[src/hw/rtl/msr_pkg.sv]
// ----------------------------------------------------------------------------
// msr_pkg: shared types and constants
// Frame geometry, byte and word types, and the result bundle passed from the
// frame core to the top level.
// ----------------------------------------------------------------------------
package msr_pkg;

	// frame geometry
	localparam int FRAME_SLOTS = 10;
	localparam int POS_W       = 4;
	localparam int BYTE_W      = 8;
	localparam int WORD_W      = 32;

	// fixed slot roles
	localparam logic [POS_W-1:0] SLOT_OPEN  = POS_W'(0);
	localparam logic [POS_W-1:0] SLOT_FIRST = POS_W'(1);
	localparam logic [POS_W-1:0] SLOT_CLOSE = POS_W'(FRAME_SLOTS - 1);
	localparam logic [POS_W-1:0] POS_LIMIT  = POS_W'(FRAME_SLOTS);

	typedef logic [BYTE_W-1:0]        octet_t;
	typedef logic signed [WORD_W-1:0] word_t;
	typedef logic [POS_W-1:0]         pos_t;

	// result of processing one item
	typedef struct packed {
		logic  hit;
		word_t breath;
		word_t heart;
	} result_t;

endpackage

[src/hw/rtl/marker_framed_sample_receiver.sv]
// ----------------------------------------------------------------------------
// marker_framed_sample_receiver: marker-framed byte receiver
// A closing byte passes the input register and frame update; its result is then held in the result register.
// Throughput: one byte per cycle while the result side takes results.
// The input register, frame update and result register form the path.
// Reset clears the frame store, position, marker and all valid flags.
// ----------------------------------------------------------------------------
module marker_framed_sample_receiver (
	input  logic            clk,
	input  logic            arst_n,
	input  logic            in_valid,
	output logic            in_ready,
	input  msr_pkg::octet_t rx_byte,
	output logic            out_valid,
	input  logic            out_ready,
	output msr_pkg::word_t  breath_word,
	output msr_pkg::word_t  heart_word,
	input  logic            cfg_we,
	input  msr_pkg::octet_t cfg_wdata
);
	import msr_pkg::*;

	logic    valid_s1;
	octet_t  byte_s1;
	octet_t  marker_q;
	logic    out_valid_q;
	word_t   breath_q;
	word_t   heart_q;
	logic    advance;
	result_t res;

	// stage 1 moves on when the result register is free or being emptied
	assign advance  = valid_s1 && (!out_valid_q || out_ready);
	assign in_ready = !valid_s1 || advance;

	// marker register
	always_ff @(posedge clk or negedge arst_n) begin
		if (!arst_n) begin
			marker_q <= '0;
		end else if (cfg_we) begin
			marker_q <= cfg_wdata;
		end
	end

	// input register
	always_ff @(posedge clk or negedge arst_n) begin
		if (!arst_n) begin
			valid_s1 <= 1'b0;
		end else if (in_ready) begin
			valid_s1 <= in_valid;
		end
	end

	always_ff @(posedge clk) begin
		if (in_valid && in_ready) begin
			byte_s1 <= rx_byte;
		end
	end

	msr_frame_core u_core (
		.clk     (clk),
		.arst_n  (arst_n),
		.en      (advance),
		.rx_byte (byte_s1),
		.marker  (marker_q),
		.res     (res)
	);

	// result register
	always_ff @(posedge clk or negedge arst_n) begin
		if (!arst_n) begin
			out_valid_q <= 1'b0;
		end else if (advance && res.hit) begin
			out_valid_q <= 1'b1;
		end else if (out_ready) begin
			out_valid_q <= 1'b0;
		end
	end

	always_ff @(posedge clk) begin
		if (advance && res.hit) begin
			breath_q <= res.breath;
			heart_q  <= res.heart;
		end
	end

	assign out_valid   = out_valid_q;
	assign breath_word = breath_q;
	assign heart_word  = heart_q;

`ifndef SYNTH
	// a pending result is never overwritten
	a_no_overwrite: assert property (@(posedge clk) disable iff (!arst_n)
		out_valid_q && !out_ready |-> !advance)
		else $error("pending result overwritten");

	// a stalled stage 1 item keeps its byte
	a_s1_hold: assert property (@(posedge clk) disable iff (!arst_n)
		valid_s1 && !advance |=> valid_s1 && $stable(byte_s1))
		else $error("stage 1 item lost while stalled");

	// a processed closing byte always raises the result flag
	a_result_follows: assert property (@(posedge clk) disable iff (!arst_n)
		advance && res.hit |=> out_valid_q)
		else $error("closed frame gave no result");
`endif

endmodule

[src/hw/rtl/msr_frame_core.sv]
// ----------------------------------------------------------------------------
// msr_frame_core: frame store and write position
// Stores each byte at the write position, tracks frame open and close
// markers, and flags a closed frame together with its two packed words.
// ----------------------------------------------------------------------------
module msr_frame_core (
	input  logic             clk,
	input  logic             arst_n,
	input  logic             en,
	input  msr_pkg::octet_t  rx_byte,
	input  msr_pkg::octet_t  marker,
	output msr_pkg::result_t res
);
	import msr_pkg::*;

	octet_t store_q [FRAME_SLOTS];
	pos_t   pos_q;

	octet_t store_new [FRAME_SLOTS];
	pos_t   wr_pos;
	pos_t   pos_inc;
	pos_t   pos_next;

	// write slot, with overrun wrap to slot 0
	assign wr_pos  = (pos_q >= POS_LIMIT) ? SLOT_OPEN : pos_q;
	assign pos_inc = wr_pos + POS_W'(1);

	// store contents after this byte is written
	always_comb begin
		for (int i = 0; i < FRAME_SLOTS; i++) begin
			store_new[i] = (wr_pos == POS_W'(i)) ? rx_byte : store_q[i];
		end
	end

	// position after open and in-frame marker checks
	always_comb begin
		pos_next = pos_inc;
		if (store_new[SLOT_OPEN] != marker) begin
			pos_next = SLOT_OPEN;
		end else if (store_new[SLOT_FIRST] == marker) begin
			pos_next = SLOT_FIRST;
		end
		// a marker written past slot 1 drops the frame
		if (pos_next > SLOT_FIRST && rx_byte == marker) begin
			pos_next = SLOT_OPEN;
		end
	end

	// closed frame and its words
	assign res.hit    = (store_new[SLOT_CLOSE] == marker);
	assign res.breath = {store_new[1], store_new[2], store_new[3], store_new[4]};
	assign res.heart  = {store_new[5], store_new[6], store_new[7], store_new[8]};

	// state update, closing slot cleared on a closed frame
	always_ff @(posedge clk or negedge arst_n) begin
		if (!arst_n) begin
			pos_q <= SLOT_OPEN;
			for (int i = 0; i < FRAME_SLOTS; i++) begin
				store_q[i] <= '0;
			end
		end else if (en) begin
			for (int i = 0; i < FRAME_SLOTS; i++) begin
				if (res.hit && POS_W'(i) == SLOT_CLOSE) begin
					store_q[i] <= '0;
				end else begin
					store_q[i] <= store_new[i];
				end
			end
			pos_q <= res.hit ? SLOT_OPEN : pos_next;
		end
	end

`ifndef SYNTH
	// position never runs beyond one past the last slot
	a_pos_bound: assert property (@(posedge clk) disable iff (!arst_n)
		pos_q <= POS_LIMIT)
		else $error("write position out of range");

	// a closed frame restarts at slot 0 with the closing slot cleared
	a_close_reset: assert property (@(posedge clk) disable iff (!arst_n)
		en && res.hit |=> pos_q == SLOT_OPEN && store_q[SLOT_CLOSE] == '0)
		else $error("frame close did not reset position and slot");

	// idle cycles leave the position alone
	a_hold: assert property (@(posedge clk) disable iff (!arst_n)
		!en |=> $stable(pos_q))
		else $error("position changed without an item");
`endif

endmodule
[config.mk]
export PLATFORM = sky130hd
export DESIGN_NAME = marker_framed_sample_receiver
export DESIGN_NICKNAME = d
export VERILOG_FILES = /design/src/hw/rtl/msr_pkg.sv /design/src/hw/rtl/marker_framed_sample_receiver.sv /design/src/hw/rtl/msr_frame_core.sv
export SDC_FILE = /design/constraint.sdc
export NUM_CORES = 1
export LEC_CHECK = 0
export ABC_AREA = 1
export BUFFER_PORTS_ARGS = -buffer_cell sky130_fd_sc_hd__buf_4
export CAP_MARGIN = 20
export CORE_UTILIZATION = 40
export CTS_CLUSTER_DIAMETER = 50
export DETAILED_ROUTE_END_ITERATION = 10
export GPL_ROUTABILITY_DRIVEN = 0
export PLACE_DENSITY = 0.61
export SLEW_MARGIN = 30
export SYNTH_ARGS = -nofsm -noshare
export SYNTH_HDL_FRONTEND = slang
export SYNTH_SLANG_ARGS = --single-unit
[constraint.sdc]
create_clock -name clk -period 14.69 [get_ports clk]
set_input_delay 1.469 -clock clk [delete_from_list [all_inputs] [get_ports clk]]
set_output_delay 1.469 -clock clk [all_outputs]
set_load 0.02 [all_outputs]
==> out/results.tsv <==
metric	value	unit
worst skew pair latency	430	ps
dominant cells by area after synthesis	dfrtp_1, edfxtp_1, nand2_1	
fin. max-slew vios	0	
first-pass GRT wire length	27.86	mm
Bufs on Longest Clock Path	2	
CP max stage cell	buf_4	
Sequential Area	4514	um2
Reg-to-Reg Start	u_core.pos_q[3]$_DFFE_PN0P_	
Max VDD drop	0.08425	mV
share of the synthesized area in the top cell type	31.46	%
Setup crit start kind	primary input	
CTS root buf	clkbuf_16	
PwrDens	112.7	nW/um2
GRT Total Usage	18.55	%
Post-Synthesis Cells	858	
TritonCTS Sinks	166	
arrival time worst endpoint	3790	ps
Critical Path End Type	flip-flop	
synth unique cells	30	
mapped cell area	7477	um2
crit path cell chain	buf_4, inv_1, a21oi_4, buf_4, inv_2, nor2_4, buf_4	
status	complete, but fails checks	
Top delay family on crit path	buffers and inverters	
max cap viols	0	
syn nets	879	
hold crit path type	reg -> reg	
Worst Max-Slew Pin Slew	926.2	ps
Finished Core Util	48.80	%
FP Rows	49	
Die Wd	138.7	um
RSZ-0062 raised after global routing	false	
antenna-violating nets left	0	
PortBufs	86	
ys async rst share	56.63	%
DR pass1 iterations	10	
die height	138.7	um
Ys Warns	0	
DRC viols	10	
min-delay src	u_core.store_q[47]$_DFFE_PN0P_	
routed vias/inst	4.989	
# hold bufs at CTS	0	
core area	18150	um2
CP peak stage delay	710	ps
vias in the first global route	5365	
fmax	0.2687	GHz
clk_skew	10.12	ps
initial DRC count	466	
largest net degree at the start of global routing	86	
CP Data Required Time	14760	ps
total die area	19240	um2
crit path time final	3722	ps
number of diodes	0	
prevailing post-synth register cell	dfrtp_1	
HPWL after DPL	11.11	mm
CTS resizes	0	
Hold EP	u_core.store_q[47]$_DFFE_PN0P_	
Fillers	1725	
clock slew at the register clock pins of the worst setup and hold paths	60	ps
Synth-to-Final Area Change	18.44	%
nets	952	
depth of the most critical reg-to-reg path	11	
number of antenna violations at the first check in global routing	1	
top cells by count, synth	nand2_1, dfrtp_1, o21ai_0, edfxtp_1, inv_1	
Routed WL	16.91	mm
flop2flop setup slack	11200	ps
dominant cell type by area after synthesis	dfrtp_1	
setup total negative slack	0	ps
via count	5852	
setup repair bufs after CTS	0	
IO Pins	87	
failing checks	DRC	
mean routed wirelength per cell	14.41	um
Initial Utilization	41.20	%
CP dominant cell by count	buf_4	
Yosys reg bits	166	
maximum net fanout on the critical path	85	
hold slack	477.7	ps
RR Endpoint	heart_word[10]$_DFFE_PP_	
Hold Path Depth	2	
Slew HR	38.25	%
fraction of layout instances using a drive strength above 1	15.15	%
Worst Setup Path Type	in -> reg	
H-tree Lvls	4	
area of the multi-input gates	2585	um2
Final period util	25.34	%
Setup-failing EPs final	0	
CTS Buf Count	17	
sequential fraction of the synthesis area	60.37	%
CTS tree	yes	
CP Buf/Inv Count	5	
count leader, synth	nand2_1	
global route overflow	0	
endpoints failing hold	0	
Leak	4.105	nW
Synth Area per Inst	8.715	um2
number of synthesized flops with an enable pin	72	
kinds of logic after synthesis:
kind of cell	Yosys count	synth area share, %
AO/OA/AOI/OAI	111	7.999
XOR/XNOR	3	0.3515
buffers and inverters	97	5.304
flip-flops	166	60.37
AND/OR/NAND/NOR	481	25.97
cells in the final DEF, fill, tap and decap left out, types with 2 or more instances in the layout:
cell	netlist	final
clkbuf_16	0	17
nand2_2	3	3
nand2_1	383	383
o21ai_0	94	94
inv_1	56	55
nor2_1	22	21
a21oi_4	1	2
nor2_2	2	2
nand3_1	54	54
clkbuf_1	22	2
o21ai_1	5	5
buf_4	1	90
nor3_1	4	4
nand2_4	2	2
inv_2	4	5
clkinv_1	1	2
o21ai_2	7	7
xor2_1	3	3
clkinv_4	0	4
a31oi_1	2	2
dfrtp_1	94	94
edfxtp_1	72	72
inv_6	0	3
nand4_1	7	7
state kept, by name, indices dropped and copies added, names as in the netlist:
name            cells
heart_word         32
breath_word        32
valid_s1            1
marker_q            8
byte_s1             8
u_core.pos_q        4
u_core.store_q     80
out_valid           1
per-stage QoR:
stage | worst slack, ps | cells | power, mW | cell area, um2
6_report | 10970 | 1173 | 0.9984 | 8856
2_1_floorplan | 9196 | 858 | 0.5513 | 7477
3_5_place_dp | 10450 | 1141 | 0.5796 | 8290
5_1_grt | 10740 | 1173 | 1.036 | 8856
4_1_cts | 10910 | 1173 | 1.009 | 8856
3_3_place_gp | 10500 | 1141 | 0.5787 | 8290
per-layer routing:
metal	part of all wire [%]	track usage [%]	vias to the layer above
met2	45	28.85	152
met5	0.077	0	-
met4	0.77	4.795	2
met1	49	26.17	2748
li1	-	-	2933
met3	5.2	4.351	17
worst register-to-register path, stage by stage, from the launching register on:
cell and delay [ps]:
dfrtp_1 440, inv_1 110, nor3_2 200, nand2_2 270, o21ai_0 340, inv_1 110
nand2_1 70, nand4_1 80, nor2_1 190, nand2_2 160, nor2_4 590, buf_4 580
where the power goes:
part	internal [mW]	switching (mW)	total [mW]
Sequential	0.493	0.00864	0.502
Clock	0.241	0.188	0.429
Combinational	0.0198	0.0478	0.0677
Total	0.754	0.245	0.998
worst max path at each step:
stage / depth (start not counted) / slack (ps) / start / endpoint
finish: 7 / 10970 / out_ready / heart_word[10]$_DFFE_PP_
global route: 7 / 10740 / out_ready / heart_word[10]$_DFFE_PP_
detailed placement: 7 / 10450 / out_ready / heart_word[17]$_DFFE_PP_
global placement: 7 / 10500 / out_ready / heart_word[22]$_DFFE_PP_
floorplan: 6 / 9200 / out_ready / breath_word[0]$_DFFE_PP_
CTS: 7 / 10910 / out_ready / heart_word[10]$_DFFE_PP_
cell type report:
class / count / area share (%)
Inverter: 61 / 2.585
Clock inverter: 12 / 1.342
Sequential cell: 166 / 50.97
Tap cell: 229 / 3.235
Multi-Input combinational cell: 595 / 29.19
Clock buffer: 20 / 5.044
Timing Repair Buffer: 90 / 7.629
Note: power is estimated with default switching activity, not from simulation.
